**src/rtl/tsut_pkg.sv**
```systemverilog
// Package for the time-sorted unique-id table: field widths, codes,
// record layout and the command/status structs between controller and datapath.
// No dependencies.
`timescale 1ns / 1ps

package tsut_pkg;

  localparam int DEPTH_DEFAULT = 16;
  localparam int CNT_W_DEFAULT = $clog2(DEPTH_DEFAULT + 1);

  localparam int ID_W     = 32;
  localparam int YEAR_W   = 14;
  localparam int MONTH_W  = 4;
  localparam int DAY_W    = 6;
  localparam int HOUR_W   = 5;
  localparam int MINUTE_W = 6;
  localparam int STATUS_W = 3;

  // Validity limits for an inserted record
  localparam logic [MONTH_W-1:0]  MONTH_MAX  = MONTH_W'(12);
  localparam logic [DAY_W-1:0]    DAY_MAX    = DAY_W'(31);
  localparam logic [HOUR_W-1:0]   HOUR_MAX   = HOUR_W'(24);
  localparam logic [MINUTE_W-1:0] MINUTE_MAX = MINUTE_W'(60);

  typedef enum logic [1:0] {
    MODE_INSERT,
    MODE_SEARCH,
    MODE_DELETE,
    MODE_LIST
  } mode_t;

  typedef enum logic [STATUS_W-1:0] {
    ST_OK,
    ST_DUP,
    ST_NOTFOUND,
    ST_FULL,
    ST_BADDATE,
    ST_BADTIME,
    ST_EMPTY
  } status_t;

  typedef enum logic [2:0] {
    S_IDLE,
    S_CHECK,
    S_SCAN,
    S_MOVE,
    S_PLACE,
    S_LIST,
    S_EMIT
  } state_t;

  // One stored record; hour and minute together give the sort key
  typedef struct packed {
    logic [ID_W-1:0]     id;
    logic [YEAR_W-1:0]   year;
    logic [MONTH_W-1:0]  month;
    logic [DAY_W-1:0]    day;
    logic [HOUR_W-1:0]   hour;
    logic [MINUTE_W-1:0] minute;
  } rec_t;

  typedef struct packed {
    logic    idle;        // ready for a new request
    logic    scan_start;  // clear walk index and scan results
    logic    scan;        // walk entries, compare ids and times
    logic    move_start;  // load walk index for the shift
    logic    move;        // shift entries up (insert) or down (delete)
    logic    place;       // write new record, bump occupancy
    logic    shrink;      // drop occupancy by one
    logic    list;        // stream all entries to the output
    logic    emit;        // send one single result
    logic    show;        // single result carries the found record
    status_t code;
  } cmd_t;

  typedef struct packed {
    mode_t mode;
    logic  accepted;
    logic  full;
    logic  empty;
    logic  hit;
    logic  bad_date;
    logic  bad_time;
    logic  scan_done;
    logic  move_done;
    logic  list_done;
    logic  out_ok;
  } sts_t;

endpackage

```
**src/rtl/tsut_if.sv**
```systemverilog
// Valid/ready channel interfaces for requests and results of the table.
// Depends on tsut_pkg.
`timescale 1ns / 1ps

interface tsut_in_if;
  logic                          valid;
  logic                          ready;
  logic [1:0]                    mode;
  logic [tsut_pkg::ID_W-1:0]     visitor_id;
  logic [tsut_pkg::YEAR_W-1:0]   year;
  logic [tsut_pkg::MONTH_W-1:0]  month;
  logic [tsut_pkg::DAY_W-1:0]    day_of_month;
  logic [tsut_pkg::HOUR_W-1:0]   hour;
  logic [tsut_pkg::MINUTE_W-1:0] minute;

  modport source (output valid, mode, visitor_id, year, month, day_of_month, hour, minute,
                  input ready);
  modport sink (input valid, mode, visitor_id, year, month, day_of_month, hour, minute,
                output ready);
endinterface

interface tsut_out_if #(parameter int CNT_W = tsut_pkg::CNT_W_DEFAULT);
  logic                          valid;
  logic                          ready;
  logic [tsut_pkg::STATUS_W-1:0] status;
  logic [tsut_pkg::ID_W-1:0]     found_id;
  logic [tsut_pkg::YEAR_W-1:0]   found_year;
  logic [tsut_pkg::MONTH_W-1:0]  found_month;
  logic [tsut_pkg::DAY_W-1:0]    found_day;
  logic [tsut_pkg::HOUR_W-1:0]   found_hour;
  logic [tsut_pkg::MINUTE_W-1:0] found_minute;
  logic [CNT_W-1:0]              entry_count;
  logic                          last;

  modport source (output valid, status, found_id, found_year, found_month, found_day,
                  found_hour, found_minute, entry_count, last, input ready);
  modport sink (input valid, status, found_id, found_year, found_month, found_day,
                found_hour, found_minute, entry_count, last, output ready);
endinterface

```
**src/rtl/tsut_ctrl.sv**
```systemverilog
// Controller state machine: sequences scan, shift, place, list and emit phases.
// Depends on tsut_pkg; drives the datapath only through cmd_t/sts_t.
`timescale 1ns / 1ps

module tsut_ctrl (
  input  logic            clk,
  input  logic            rst,
  input  tsut_pkg::sts_t  sts,
  output tsut_pkg::cmd_t  cmd
);

  tsut_pkg::state_t  state, state_next;
  tsut_pkg::status_t code, code_next;

  // Hold state and pending result code
  always_ff @(posedge clk) begin
    if (rst) begin
      state <= tsut_pkg::S_IDLE;
      code  <= tsut_pkg::ST_OK;
    end else begin
      state <= state_next;
      code  <= code_next;
    end
  end

  // Next state
  always_comb begin
    state_next = state;
    code_next  = code;
    case (state)
      tsut_pkg::S_IDLE: begin
        if (sts.accepted) state_next = tsut_pkg::S_CHECK;
      end
      tsut_pkg::S_CHECK: begin
        case (sts.mode)
          tsut_pkg::MODE_INSERT: begin
            if (sts.full) begin
              code_next  = tsut_pkg::ST_FULL;
              state_next = tsut_pkg::S_EMIT;
            end else begin
              state_next = tsut_pkg::S_SCAN;
            end
          end
          tsut_pkg::MODE_LIST: begin
            if (sts.empty) begin
              code_next  = tsut_pkg::ST_EMPTY;
              state_next = tsut_pkg::S_EMIT;
            end else begin
              state_next = tsut_pkg::S_LIST;
            end
          end
          default: begin
            if (sts.empty) begin
              code_next  = tsut_pkg::ST_EMPTY;
              state_next = tsut_pkg::S_EMIT;
            end else begin
              state_next = tsut_pkg::S_SCAN;
            end
          end
        endcase
      end
      tsut_pkg::S_SCAN: begin
        if (sts.scan_done) begin
          case (sts.mode)
            tsut_pkg::MODE_INSERT: begin
              state_next = tsut_pkg::S_EMIT;
              if (sts.hit) begin
                code_next = tsut_pkg::ST_DUP;
              end else if (sts.bad_date) begin
                code_next = tsut_pkg::ST_BADDATE;
              end else if (sts.bad_time) begin
                code_next = tsut_pkg::ST_BADTIME;
              end else begin
                state_next = tsut_pkg::S_MOVE;
              end
            end
            tsut_pkg::MODE_DELETE: begin
              if (sts.hit) begin
                state_next = tsut_pkg::S_MOVE;
              end else begin
                code_next  = tsut_pkg::ST_NOTFOUND;
                state_next = tsut_pkg::S_EMIT;
              end
            end
            default: begin
              code_next  = sts.hit ? tsut_pkg::ST_OK : tsut_pkg::ST_NOTFOUND;
              state_next = tsut_pkg::S_EMIT;
            end
          endcase
        end
      end
      tsut_pkg::S_MOVE: begin
        if (sts.move_done) begin
          if (sts.mode == tsut_pkg::MODE_INSERT) begin
            state_next = tsut_pkg::S_PLACE;
          end else begin
            code_next  = tsut_pkg::ST_OK;
            state_next = tsut_pkg::S_EMIT;
          end
        end
      end
      tsut_pkg::S_PLACE: begin
        code_next  = tsut_pkg::ST_OK;
        state_next = tsut_pkg::S_EMIT;
      end
      tsut_pkg::S_LIST: begin
        if (sts.list_done) state_next = tsut_pkg::S_IDLE;
      end
      tsut_pkg::S_EMIT: begin
        if (sts.out_ok) state_next = tsut_pkg::S_IDLE;
      end
      default: begin
        state_next = tsut_pkg::S_IDLE;
      end
    endcase
  end

  // Commands
  always_comb begin
    cmd      = '0;
    cmd.code = code;
    cmd.show = (code == tsut_pkg::ST_OK) && (sts.mode == tsut_pkg::MODE_SEARCH);
    case (state)
      tsut_pkg::S_IDLE:  cmd.idle = 1'b1;
      tsut_pkg::S_CHECK: cmd.scan_start = 1'b1;
      tsut_pkg::S_SCAN: begin
        cmd.scan       = 1'b1;
        cmd.move_start = sts.scan_done;
      end
      tsut_pkg::S_MOVE: begin
        cmd.move   = 1'b1;
        cmd.shrink = sts.move_done && (sts.mode == tsut_pkg::MODE_DELETE);
      end
      tsut_pkg::S_PLACE: cmd.place = 1'b1;
      tsut_pkg::S_LIST:  cmd.list = 1'b1;
      tsut_pkg::S_EMIT:  cmd.emit = 1'b1;
      default: cmd.idle = 1'b0;
    endcase
  end

endmodule

```
**src/rtl/tsut_dp.sv**
```systemverilog
// Datapath: record memory, walk counters, id/time compare, occupancy and
// output register. Depends on tsut_pkg and the channel interfaces in tsut_if.
`timescale 1ns / 1ps

module tsut_dp #(
  parameter int TABLE_DEPTH = tsut_pkg::DEPTH_DEFAULT,
  parameter int CNT_W       = tsut_pkg::CNT_W_DEFAULT
) (
  input  logic           clk,
  input  logic           rst,
  tsut_in_if.sink        item,
  tsut_out_if.source     result,
  input  tsut_pkg::cmd_t cmd,
  output tsut_pkg::sts_t sts
);

  localparam int IW = (TABLE_DEPTH > 1) ? $clog2(TABLE_DEPTH) : 1;

  typedef struct packed {
    tsut_pkg::status_t status;
    tsut_pkg::rec_t    rec;
    logic [CNT_W-1:0]  count;
    logic              last;
  } res_t;

  tsut_pkg::rec_t mem [TABLE_DEPTH];

  // Latched request
  tsut_pkg::mode_t mode;
  tsut_pkg::rec_t  new_rec;

  // Walk and scan state
  logic [CNT_W-1:0] occ, occ_next;
  logic [CNT_W-1:0] idx, idx_next;
  logic [CNT_W-1:0] le_cnt, le_cnt_next;
  logic             hit, hit_next;
  logic [IW-1:0]    hit_idx, hit_idx_next;
  tsut_pkg::rec_t   hit_rec, hit_rec_next;
  tsut_pkg::rec_t   rd_data;
  logic             rd_vld, rd_vld_next;
  logic [IW-1:0]    rd_idx;

  // Output register
  logic out_vld, out_vld_next;
  res_t out_q, out_d;

  logic             insert_mode;
  logic             scan_issue, up_issue, dn_issue, list_issue, issue;
  logic             list_load, out_ok, out_load;
  logic [CNT_W-1:0] idx_dec, idx_inc;
  logic [IW-1:0]    rd_addr, wr_addr;
  logic             wr_en;
  tsut_pkg::rec_t   wr_data;
  logic             id_match, time_le;

  assign insert_mode = (mode == tsut_pkg::MODE_INSERT);
  assign idx_dec     = idx - CNT_W'(1);
  assign idx_inc     = idx + CNT_W'(1);

  // Read issue per phase
  assign out_ok     = !out_vld || result.ready;
  assign list_load  = cmd.list && rd_vld && out_ok;
  assign scan_issue = cmd.scan && (idx < occ) && !hit;
  assign up_issue   = cmd.move && insert_mode && (idx > le_cnt);
  assign dn_issue   = cmd.move && !insert_mode && (idx < occ);
  assign list_issue = cmd.list && (idx < occ) && (!rd_vld || list_load);
  assign issue      = scan_issue || up_issue || dn_issue || list_issue;
  assign rd_addr    = up_issue ? idx_dec[IW-1:0] : idx[IW-1:0];

  // Compare returned entry against the request
  assign id_match = rd_data.id == new_rec.id;
  assign time_le  = {rd_data.hour, rd_data.minute} <= {new_rec.hour, new_rec.minute};

  // Write port: shifted entry or the new record
  always_comb begin
    wr_en   = 1'b0;
    wr_addr = le_cnt[IW-1:0];
    wr_data = new_rec;
    if (cmd.move && rd_vld) begin
      wr_en   = 1'b1;
      wr_addr = insert_mode ? (rd_idx + IW'(1)) : (rd_idx - IW'(1));
      wr_data = rd_data;
    end else if (cmd.place) begin
      wr_en = 1'b1;
    end
  end

  // Record memory with registered read
  always_ff @(posedge clk) begin
    if (wr_en) mem[wr_addr] <= wr_data;
    if (issue) begin
      rd_data <= mem[rd_addr];
      rd_idx  <= rd_addr;
    end
  end

  // Latch request payload on accept
  always_ff @(posedge clk) begin
    if (sts.accepted) begin
      mode           <= tsut_pkg::mode_t'(item.mode);
      new_rec.id     <= item.visitor_id;
      new_rec.year   <= item.year;
      new_rec.month  <= item.month;
      new_rec.day    <= item.day_of_month;
      new_rec.hour   <= item.hour;
      new_rec.minute <= item.minute;
    end
  end

  // Walk counters and scan results
  always_comb begin
    idx_next     = idx;
    le_cnt_next  = le_cnt;
    hit_next     = hit;
    hit_idx_next = hit_idx;
    hit_rec_next = hit_rec;
    rd_vld_next  = issue || (rd_vld && cmd.list && !list_load);
    occ_next     = occ;
    if (cmd.scan_start) begin
      idx_next    = '0;
      le_cnt_next = '0;
      hit_next    = 1'b0;
      rd_vld_next = 1'b0;
    end else if (cmd.move_start) begin
      idx_next = insert_mode ? occ : (CNT_W'(hit_idx) + CNT_W'(1));
    end else if (issue) begin
      idx_next = up_issue ? idx_dec : idx_inc;
    end
    if (cmd.scan && rd_vld) begin
      if (id_match && !hit) begin
        hit_next     = 1'b1;
        hit_idx_next = rd_idx;
        hit_rec_next = rd_data;
      end
      if (time_le) le_cnt_next = le_cnt + CNT_W'(1);
    end
    if (cmd.place) occ_next = occ + CNT_W'(1);
    else if (cmd.shrink) occ_next = occ - CNT_W'(1);
  end

  always_ff @(posedge clk) begin
    if (rst) begin
      occ    <= '0;
      rd_vld <= 1'b0;
      hit    <= 1'b0;
    end else begin
      occ    <= occ_next;
      rd_vld <= rd_vld_next;
      hit    <= hit_next;
    end
    idx     <= idx_next;
    le_cnt  <= le_cnt_next;
    hit_idx <= hit_idx_next;
    hit_rec <= hit_rec_next;
  end

  // Output register: single result or one listed entry
  assign out_load = (cmd.emit && out_ok) || list_load;

  always_comb begin
    out_d.count = occ;
    if (cmd.list) begin
      out_d.status = tsut_pkg::ST_OK;
      out_d.rec    = rd_data;
      out_d.last   = (CNT_W'(rd_idx) + CNT_W'(1)) == occ;
    end else begin
      out_d.status = cmd.code;
      out_d.rec    = cmd.show ? hit_rec : '0;
      out_d.last   = 1'b1;
    end
    out_vld_next = out_load ? 1'b1 : (result.ready ? 1'b0 : out_vld);
  end

  always_ff @(posedge clk) begin
    if (rst) out_vld <= 1'b0;
    else out_vld <= out_vld_next;
    if (out_load) out_q <= out_d;
  end

  assign item.ready          = cmd.idle;
  assign result.valid        = out_vld;
  assign result.status       = out_q.status;
  assign result.found_id     = out_q.rec.id;
  assign result.found_year   = out_q.rec.year;
  assign result.found_month  = out_q.rec.month;
  assign result.found_day    = out_q.rec.day;
  assign result.found_hour   = out_q.rec.hour;
  assign result.found_minute = out_q.rec.minute;
  assign result.entry_count  = out_q.count;
  assign result.last         = out_q.last;

  // Status to the controller
  always_comb begin
    sts.mode      = mode;
    sts.accepted  = item.valid && cmd.idle;
    sts.full      = occ == CNT_W'(TABLE_DEPTH);
    sts.empty     = occ == '0;
    sts.hit       = hit;
    sts.bad_date  = (new_rec.month > tsut_pkg::MONTH_MAX) || (new_rec.day > tsut_pkg::DAY_MAX);
    sts.bad_time  = (new_rec.hour > tsut_pkg::HOUR_MAX) ||
                    (new_rec.minute > tsut_pkg::MINUTE_MAX);
    sts.scan_done = !rd_vld && ((idx == occ) || hit);
    sts.move_done = !rd_vld && (insert_mode ? (idx == le_cnt) : (idx == occ));
    sts.list_done = !rd_vld && (idx == occ);
    sts.out_ok    = out_ok;
  end

endmodule

```
**src/rtl/time_sorted_unique_id_table.sv**
```systemverilog
// Time-sorted unique-id table. One request at a time; a request that walks the record memory
// reads one entry per cycle (a list pauses while the output stalls), and the next request is
// taken once the controller is idle again. An insert into a full table, or any other request
// on an empty table, is answered without a walk; a list gives one result per cycle while the
// output drains.
// Synchronous reset empties the table; memory contents are not cleared.
`timescale 1ns / 1ps

module time_sorted_unique_id_table #(
  parameter int TABLE_DEPTH = tsut_pkg::DEPTH_DEFAULT,
  parameter int CNT_W       = $clog2(TABLE_DEPTH + 1)
) (
  input  logic       clk,
  input  logic       rst,
  tsut_in_if.sink    item,
  tsut_out_if.source result
);

  tsut_pkg::cmd_t cmd;
  tsut_pkg::sts_t sts;

  // Sequence phases
  tsut_ctrl u_ctrl (
    .clk (clk),
    .rst (rst),
    .sts (sts),
    .cmd (cmd)
  );

  // Store, compare and emit
  tsut_dp #(
    .TABLE_DEPTH (TABLE_DEPTH),
    .CNT_W       (CNT_W)
  ) u_dp (
    .clk    (clk),
    .rst    (rst),
    .item   (item),
    .result (result),
    .cmd    (cmd),
    .sts    (sts)
  );

endmodule
```
**src/flat_wrapper.sv**
```systemverilog
// flat-port wrapper written by rule: the top's interface ports become plain ports
module time_sorted_unique_id_table_flat 
#(
  parameter int TABLE_DEPTH = tsut_pkg::DEPTH_DEFAULT,
  parameter int CNT_W       = $clog2(TABLE_DEPTH + 1)
)
  (clk, rst, item_valid, item_mode, item_visitor_id, item_year, item_month, item_day_of_month, item_hour, item_minute, item_ready, result_valid, result_status, result_found_id, result_found_year, result_found_month, result_found_day, result_found_hour, result_found_minute, result_entry_count, result_last, result_ready);
  tsut_in_if item_i ();
  tsut_out_if #(.CNT_W(CNT_W)) result_i ();
  input  logic clk;
  input  logic rst;
  input wire logic [$bits(item_i.valid)-1:0] item_valid;
  input wire logic [$bits(item_i.mode)-1:0] item_mode;
  input wire logic [$bits(item_i.visitor_id)-1:0] item_visitor_id;
  input wire logic [$bits(item_i.year)-1:0] item_year;
  input wire logic [$bits(item_i.month)-1:0] item_month;
  input wire logic [$bits(item_i.day_of_month)-1:0] item_day_of_month;
  input wire logic [$bits(item_i.hour)-1:0] item_hour;
  input wire logic [$bits(item_i.minute)-1:0] item_minute;
  output wire logic [$bits(item_i.ready)-1:0] item_ready;
  output wire logic [$bits(result_i.valid)-1:0] result_valid;
  output wire logic [$bits(result_i.status)-1:0] result_status;
  output wire logic [$bits(result_i.found_id)-1:0] result_found_id;
  output wire logic [$bits(result_i.found_year)-1:0] result_found_year;
  output wire logic [$bits(result_i.found_month)-1:0] result_found_month;
  output wire logic [$bits(result_i.found_day)-1:0] result_found_day;
  output wire logic [$bits(result_i.found_hour)-1:0] result_found_hour;
  output wire logic [$bits(result_i.found_minute)-1:0] result_found_minute;
  output wire logic [$bits(result_i.entry_count)-1:0] result_entry_count;
  output wire logic [$bits(result_i.last)-1:0] result_last;
  input wire logic [$bits(result_i.ready)-1:0] result_ready;
  assign item_i.valid = item_valid;
  assign item_i.mode = item_mode;
  assign item_i.visitor_id = item_visitor_id;
  assign item_i.year = item_year;
  assign item_i.month = item_month;
  assign item_i.day_of_month = item_day_of_month;
  assign item_i.hour = item_hour;
  assign item_i.minute = item_minute;
  assign item_ready = item_i.ready;
  assign result_valid = result_i.valid;
  assign result_status = result_i.status;
  assign result_found_id = result_i.found_id;
  assign result_found_year = result_i.found_year;
  assign result_found_month = result_i.found_month;
  assign result_found_day = result_i.found_day;
  assign result_found_hour = result_i.found_hour;
  assign result_found_minute = result_i.found_minute;
  assign result_entry_count = result_i.entry_count;
  assign result_last = result_i.last;
  assign result_i.ready = result_ready;
  time_sorted_unique_id_table #(.TABLE_DEPTH(TABLE_DEPTH), .CNT_W(CNT_W)) u_core (.clk(clk), .rst(rst), .item(item_i), .result(result_i));
endmodule
```
**config.mk**
```make
export PLATFORM = sky130hd
export DESIGN_NAME = time_sorted_unique_id_table_flat
export DESIGN_NICKNAME = d
export VERILOG_FILES = /design/src/rtl/tsut_pkg.sv /design/src/rtl/tsut_if.sv /design/src/rtl/tsut_ctrl.sv /design/src/rtl/tsut_dp.sv /design/src/rtl/time_sorted_unique_id_table.sv /design/src/flat_wrapper.sv
export SDC_FILE = /design/constraint.sdc
export NUM_CORES = 2
export LEC_CHECK = 0
export ABC_AREA = 1
export BUFFER_PORTS_ARGS = -buffer_cell sky130_fd_sc_hd__buf_2
export CORE_MARGIN = 2
export CORE_UTILIZATION = 35
export DETAILED_ROUTE_END_ITERATION = 6
export PLACE_DENSITY = 0.59
export SLEW_MARGIN = 30
export SYNTH_ARGS = -nofsm -noshare
export SYNTH_HDL_FRONTEND = slang
export SYNTH_SLANG_ARGS = --single-unit
```
**constraint.sdc**
```tcl
create_clock -name clk -period 11.5 [get_ports clk]
set_clock_uncertainty 0.15 [all_clocks]
set_input_delay 2.875 -clock clk [delete_from_list [all_inputs] [get_ports clk]]
set_output_delay 2.875 -clock clk [all_outputs]
set_load 0.02 [all_outputs]
```
==> flow_results.xml <==
<?xml version="1.0" encoding="UTF-8"?>
<metrics>
  <group name="layout">
    <metric name="final_layout_size_suffix_gt1_share" unit="%">11.9</metric>
    <metric name="areaGrowthSynthToFinish" unit="%">14.6</metric>
    <metric name="layoutNonFillerInstCount" unit="">6696</metric>
    <metric name="layout.nets" unit="">4518</metric>
    <metric name="nFillCells" unit="">15100</metric>
    <metric name="finalCoreUtilization" unit="%">40.4</metric>
  </group>
  <group name="yosys">
    <metric name="seq_area_frac_synth" unit="%">72.1</metric>
    <metric name="async_flop_share" unit="%">0</metric>
    <metric name="synth_fp_nets" unit="">4328</metric>
    <metric name="syn-instance-count" unit="">4216</metric>
    <metric name="syn-cell-area" unit="mm^2">0.0573</metric>
    <metric name="number_of_synthesized_register_bits" unit="">1383</metric>
    <metric name="ys_types" unit="">45</metric>
    <metric name="post_synth.cell_area_avg" unit="um^2">13.6</metric>
    <metric name="synth-edff-count" unit="">1359</metric>
    <metric name="synth_flop_cell" unit="">sky130_fd_sc_hd__edfxtp_1</metric>
    <metric name="yosys_warnings" unit="">0</metric>
  </group>
  <group name="setup_path">
    <metric name="worstSetupPathType" unit="">reg2reg</metric>
    <metric name="cp_common_cell" unit="">sky130_fd_sc_hd__nand2_1</metric>
    <metric name="r2r.worst_path.cells" unit="">15</metric>
    <metric name="path_cells" unit="">inv_1 &gt; ha_1 &gt; nand4_2 &gt; a21oi_4 &gt; nand2_4 &gt; inv_2 &gt; ha_4 &gt; buf_4 &gt; buf_4 &gt; mux2i_1 &gt; nand3_1 &gt; nand3_1 &gt; nand2_1 &gt; nand2_1 &gt; nand2_1</metric>
    <metric name="critical_path_arrival" unit="ns">5.93</metric>
    <metric name="critical_path.max_stage_delay" unit="ns">0.86</metric>
    <metric name="timing.reg2reg.setup_slack" unit="ns">5.93</metric>
    <metric name="worstReg2RegEnd" unit="">u_core.u_dp.rd_data[53]</metric>
    <metric name="critical-path-slowest-cell" unit="">sky130_fd_sc_hd__buf_4</metric>
    <metric name="worstSetupEndpointType" unit="">flop</metric>
    <metric name="critical_path_peak_fanout" unit="">54</metric>
    <metric name="critPathLaunchType" unit="">flop</metric>
    <metric name="worstPathRequired" unit="ns">11.87</metric>
    <metric name="regToRegStartpoint" unit="">u_core.u_dp.mode[0]</metric>
  </group>
  <group name="global_route">
    <metric name="grt_first_pass_wirelength" unit="mm">233</metric>
    <metric name="grt_max_degree" unit="">132</metric>
    <metric name="grt_pass1_vias" unit="">33900</metric>
    <metric name="initial_antenna_violation_count" unit="">17</metric>
    <metric name="grt-ovfl-total" unit="">0</metric>
    <metric name="global_route.usage.total" unit="%">18.9</metric>
  </group>
  <group name="clock_network">
    <metric name="root_buffer" unit="">sky130_fd_sc_hd__clkbuf_16</metric>
    <metric name="worst_setup_hold_path_clk_slew" unit="ns">0.06</metric>
    <metric name="worstSkewPairLatency" unit="ns">0.79</metric>
    <metric name="clock_tree.htree_level_count" unit="">4</metric>
    <metric name="clockBufferDepth" unit="">3</metric>
    <metric name="hold_buffers" unit="">0</metric>
    <metric name="cts_resized" unit="">0</metric>
    <metric name="cts_made_buffers" unit="">146</metric>
    <metric name="post-cts-setup-buffer-count" unit="">0</metric>
    <metric name="clock_sinks" unit="">1383</metric>
    <metric name="tritoncts_clock_tree" unit="">built</metric>
  </group>
  <group name="power_and_ir_drop">
    <metric name="peakVddDrop" unit="mV">0.162</metric>
    <metric name="leakage" unit="nW">25.8</metric>
    <metric name="pwr_density_cell" unit="mW/mm^2">219</metric>
  </group>
  <group name="timing">
    <metric name="rsz0062_at_grt" unit="">false</metric>
    <metric name="worst-slew-pin-transition" unit="ns">1.19</metric>
    <metric name="fin_tns_setup" unit="ns">0</metric>
    <metric name="post_route_worst_hold_slack" unit="ns">0.297</metric>
    <metric name="timing.fmax" unit="MHz">180</metric>
    <metric name="slew_headroom" unit="%">20.9</metric>
    <metric name="hold_viol" unit="">0</metric>
    <metric name="setup_viol_count_final" unit="">0</metric>
    <metric name="final_cycle_share" unit="%">48.4</metric>
    <metric name="drv_slew" unit="">0</metric>
    <metric name="min_period" unit="ns">5.57</metric>
  </group>
  <group name="die">
    <metric name="core" unit="mm^2">0.163</metric>
    <metric name="initial_utilization" unit="%">35.2</metric>
    <metric name="die_height" unit="um">408</metric>
    <metric name="fp-row-count" unit="">148</metric>
    <metric name="die_area" unit="mm^2">0.167</metric>
    <metric name="boundary_pins" unit="">151</metric>
    <metric name="die_x" unit="um">408</metric>
  </group>
  <group name="worst_hold_path">
    <metric name="hold_path_startpoint" unit="">u_core.u_dp.rd_data[28]</metric>
    <metric name="hold_path_depth" unit="">0</metric>
    <metric name="hold_path_class" unit="">reg2reg</metric>
    <metric name="timing.hold.worst_endpoint" unit="">u_core.u_dp.hit_rec[28]</metric>
  </group>
  <group name="detailed_routing">
    <metric name="wl" unit="mm">161</metric>
    <metric name="drcViolationCount" unit="">0</metric>
    <metric name="drt-wirelength-per-cell" unit="um">24.0</metric>
    <metric name="route.antenna.remaining_nets" unit="">0</metric>
    <metric name="first_pass_iters" unit="">5</metric>
    <metric name="first_iter_violations" unit="">3545</metric>
    <metric name="number_of_vias_per_cell" unit="">5.25</metric>
    <metric name="vias" unit="">35100</metric>
  </group>
  <group name="placement">
    <metric name="routabilityCongestion" unit="">0.851</metric>
    <metric name="place.detailed.hpwl" unit="mm">82.9</metric>
    <metric name="placed_cells" unit="">6433</metric>
    <metric name="place.port_buffers" unit="">150</metric>
  </group>
  <group name="outcome">
    <metric name="status" unit="">finished clean</metric>
  </group>
  <group name="job">
    <metric name="drv_cap" unit="">0</metric>
  </group>
</metrics>
through the flow:
step           total power [mW]  instance area [um^2]  setup WS (ns)
2_1_floorplan              8.79                 57300           4.17
3_3_place_gp               9.92                 61000           6.05
3_5_place_dp               9.96                 61100           5.97
4_1_cts                    14.5                 65600           5.94
5_1_grt                    15.0                 65600           5.56
6_report                   14.4                 65600           5.93
synthesized netlist by cell type, drive strengths merged (16+ instances only):
master	instances	area, um^2
edfxtp	1359	40800
nand2	851	3210
nand3	658	3310
mux2i	536	5370
inv	161	604
clkbuf	129	484
o21ai	116	584
buf	108	542
nor2	68	260
o22ai	53	332
ha	37	463
a21oi	29	156
nand4	26	169
dfxtp	24	480
xor2	16	140
state kept, by name (all words and copies together), names as in the netlist, 4 cells and up:
| signal | flops |
|---|---|
| u_core.u_dp.rd_idx | 4 |
| u_core.u_dp.result.found_year | 14 |
| u_core.u_dp.hit_idx | 4 |
| u_core.u_dp.new_rec | 67 |
| u_core.u_dp.le_cnt | 5 |
| u_core.u_dp.mem | 1072 |
| u_core.u_dp.result.found_minute | 6 |
| u_core.u_dp.result.found_month | 4 |
| u_core.u_dp.rd_data | 67 |
| u_core.u_dp.result.found_day | 6 |
| u_core.u_dp.result.found_id | 32 |
| u_core.u_dp.result.found_hour | 5 |
| u_core.u_dp.hit_rec | 67 |
| u_core.u_dp.occ | 5 |
| u_core.u_dp.idx | 5 |
| u_core.u_dp.result.entry_count | 5 |
critical path: cells and delay by family, from the launching register on:
family	cells	cell delay, ns
buffers and inverters	4	1.99
adders and majority gates	2	1.12
and+or+nand+nor	7	0.89
DFF	1	0.45
AOI/OAI and AO/OA	1	0.29
muxes	1	0.26
worst max path at each step:
stage,from,end,slack (ns),depth (start not counted)
6_report,u_core.u_dp.mode[0],u_core.u_dp.rd_data[53],5.93,15
5_1_grt,u_core.u_dp.mode[0],u_core.u_dp.rd_data[47],5.56,15
4_1_cts,u_core.u_dp.mode[0],u_core.u_dp.rd_data[14],5.94,15
3_5_place_dp,u_core.u_dp.mode[0],u_core.u_dp.rd_data[14],5.97,15
3_3_place_gp,u_core.u_dp.mode[0],u_core.u_dp.rd_data[23],6.05,15
2_1_floorplan,result_ready,u_core.u_dp.result.entry_count[0],4.17,2
final cells by class:
type	count	area, um^2	area share, %
multi-input cells	2434	14600	22.3
flip-flops and latches	1383	41300	62.9
clock inverters	78	621	0.945
clock buffers	183	3900	5.94
diodes	2	5.00	0.00762
repair buffers	279	1850	2.82
inverters	162	621	0.945
well taps	2175	2720	4.15
cells in the final DEF, fill, tap and decap left out, types with 3 or more instances in the layout:
| cell type | n |
|---|---|
| sky130_fd_sc_hd__nor2_1 | 48 |
| sky130_fd_sc_hd__xor2_1 | 16 |
| sky130_fd_sc_hd__clkinv_4 | 3 |
| sky130_fd_sc_hd__clkinv_2 | 28 |
| sky130_fd_sc_hd__inv_1 | 156 |
| sky130_fd_sc_hd__edfxtp_1 | 1359 |
| sky130_fd_sc_hd__buf_2 | 150 |
| sky130_fd_sc_hd__buf_16 | 3 |
| sky130_fd_sc_hd__or2_2 | 3 |
| sky130_fd_sc_hd__nand3_1 | 654 |
| sky130_fd_sc_hd__buf_4 | 118 |
| sky130_fd_sc_hd__nand2_8 | 4 |
| sky130_fd_sc_hd__o22ai_1 | 53 |
| sky130_fd_sc_hd__mux2i_1 | 536 |
| sky130_fd_sc_hd__dfxtp_1 | 24 |
| sky130_fd_sc_hd__o21ai_2 | 8 |
| sky130_fd_sc_hd__nand2_1 | 844 |
| sky130_fd_sc_hd__xnor2_1 | 14 |
| sky130_fd_sc_hd__a21oi_1 | 27 |
| sky130_fd_sc_hd__o211ai_1 | 3 |
| sky130_fd_sc_hd__ha_1 | 36 |
| sky130_fd_sc_hd__clkinvlp_4 | 5 |
| sky130_fd_sc_hd__o21ai_0 | 106 |
| sky130_fd_sc_hd__inv_6 | 6 |
| sky130_fd_sc_hd__clkbuf_16 | 151 |
| sky130_fd_sc_hd__nor2_4 | 19 |
| sky130_fd_sc_hd__nand2_4 | 3 |
| sky130_fd_sc_hd__clkinv_8 | 4 |
| sky130_fd_sc_hd__buf_6 | 3 |
| sky130_fd_sc_hd__clkinv_1 | 26 |
| sky130_fd_sc_hd__bufinv_16 | 6 |
| sky130_fd_sc_hd__nor3_1 | 8 |
| sky130_fd_sc_hd__buf_12 | 5 |
| sky130_fd_sc_hd__clkbuf_1 | 32 |
| sky130_fd_sc_hd__nand4_1 | 25 |
cell families after synthesis:
| family | share of synthesized area, % |
|---|---|
| multiplexers | 9.37 |
| adder cells (fa/ha/maj) | 0.878 |
| AO/OA/AOI/OAI | 1.99 |
| AND/OR/NAND/NOR | 12.3 |
| flip-flops | 72.1 |
| buffers and inverters | 2.85 |
| XOR/XNOR | 0.459 |
layer usage:
layer	vias up	track usage (%)	share of wire [%]
met1	17700	26.3	44
met3	244	3.73	7.7
met2	1395	30.2	47
met5	-	0	0.082
met4	24	4.77	2.0
li1	15800	-	-
power by group:
part | total, mW | switching (mW) | internal (mW)
sequential | 6.37 | 0.192 | 6.18
clock | 4.49 | 1.94 | 2.55
combinational | 3.51 | 2.38 | 1.14
Power figures use the tool's default switching activity.
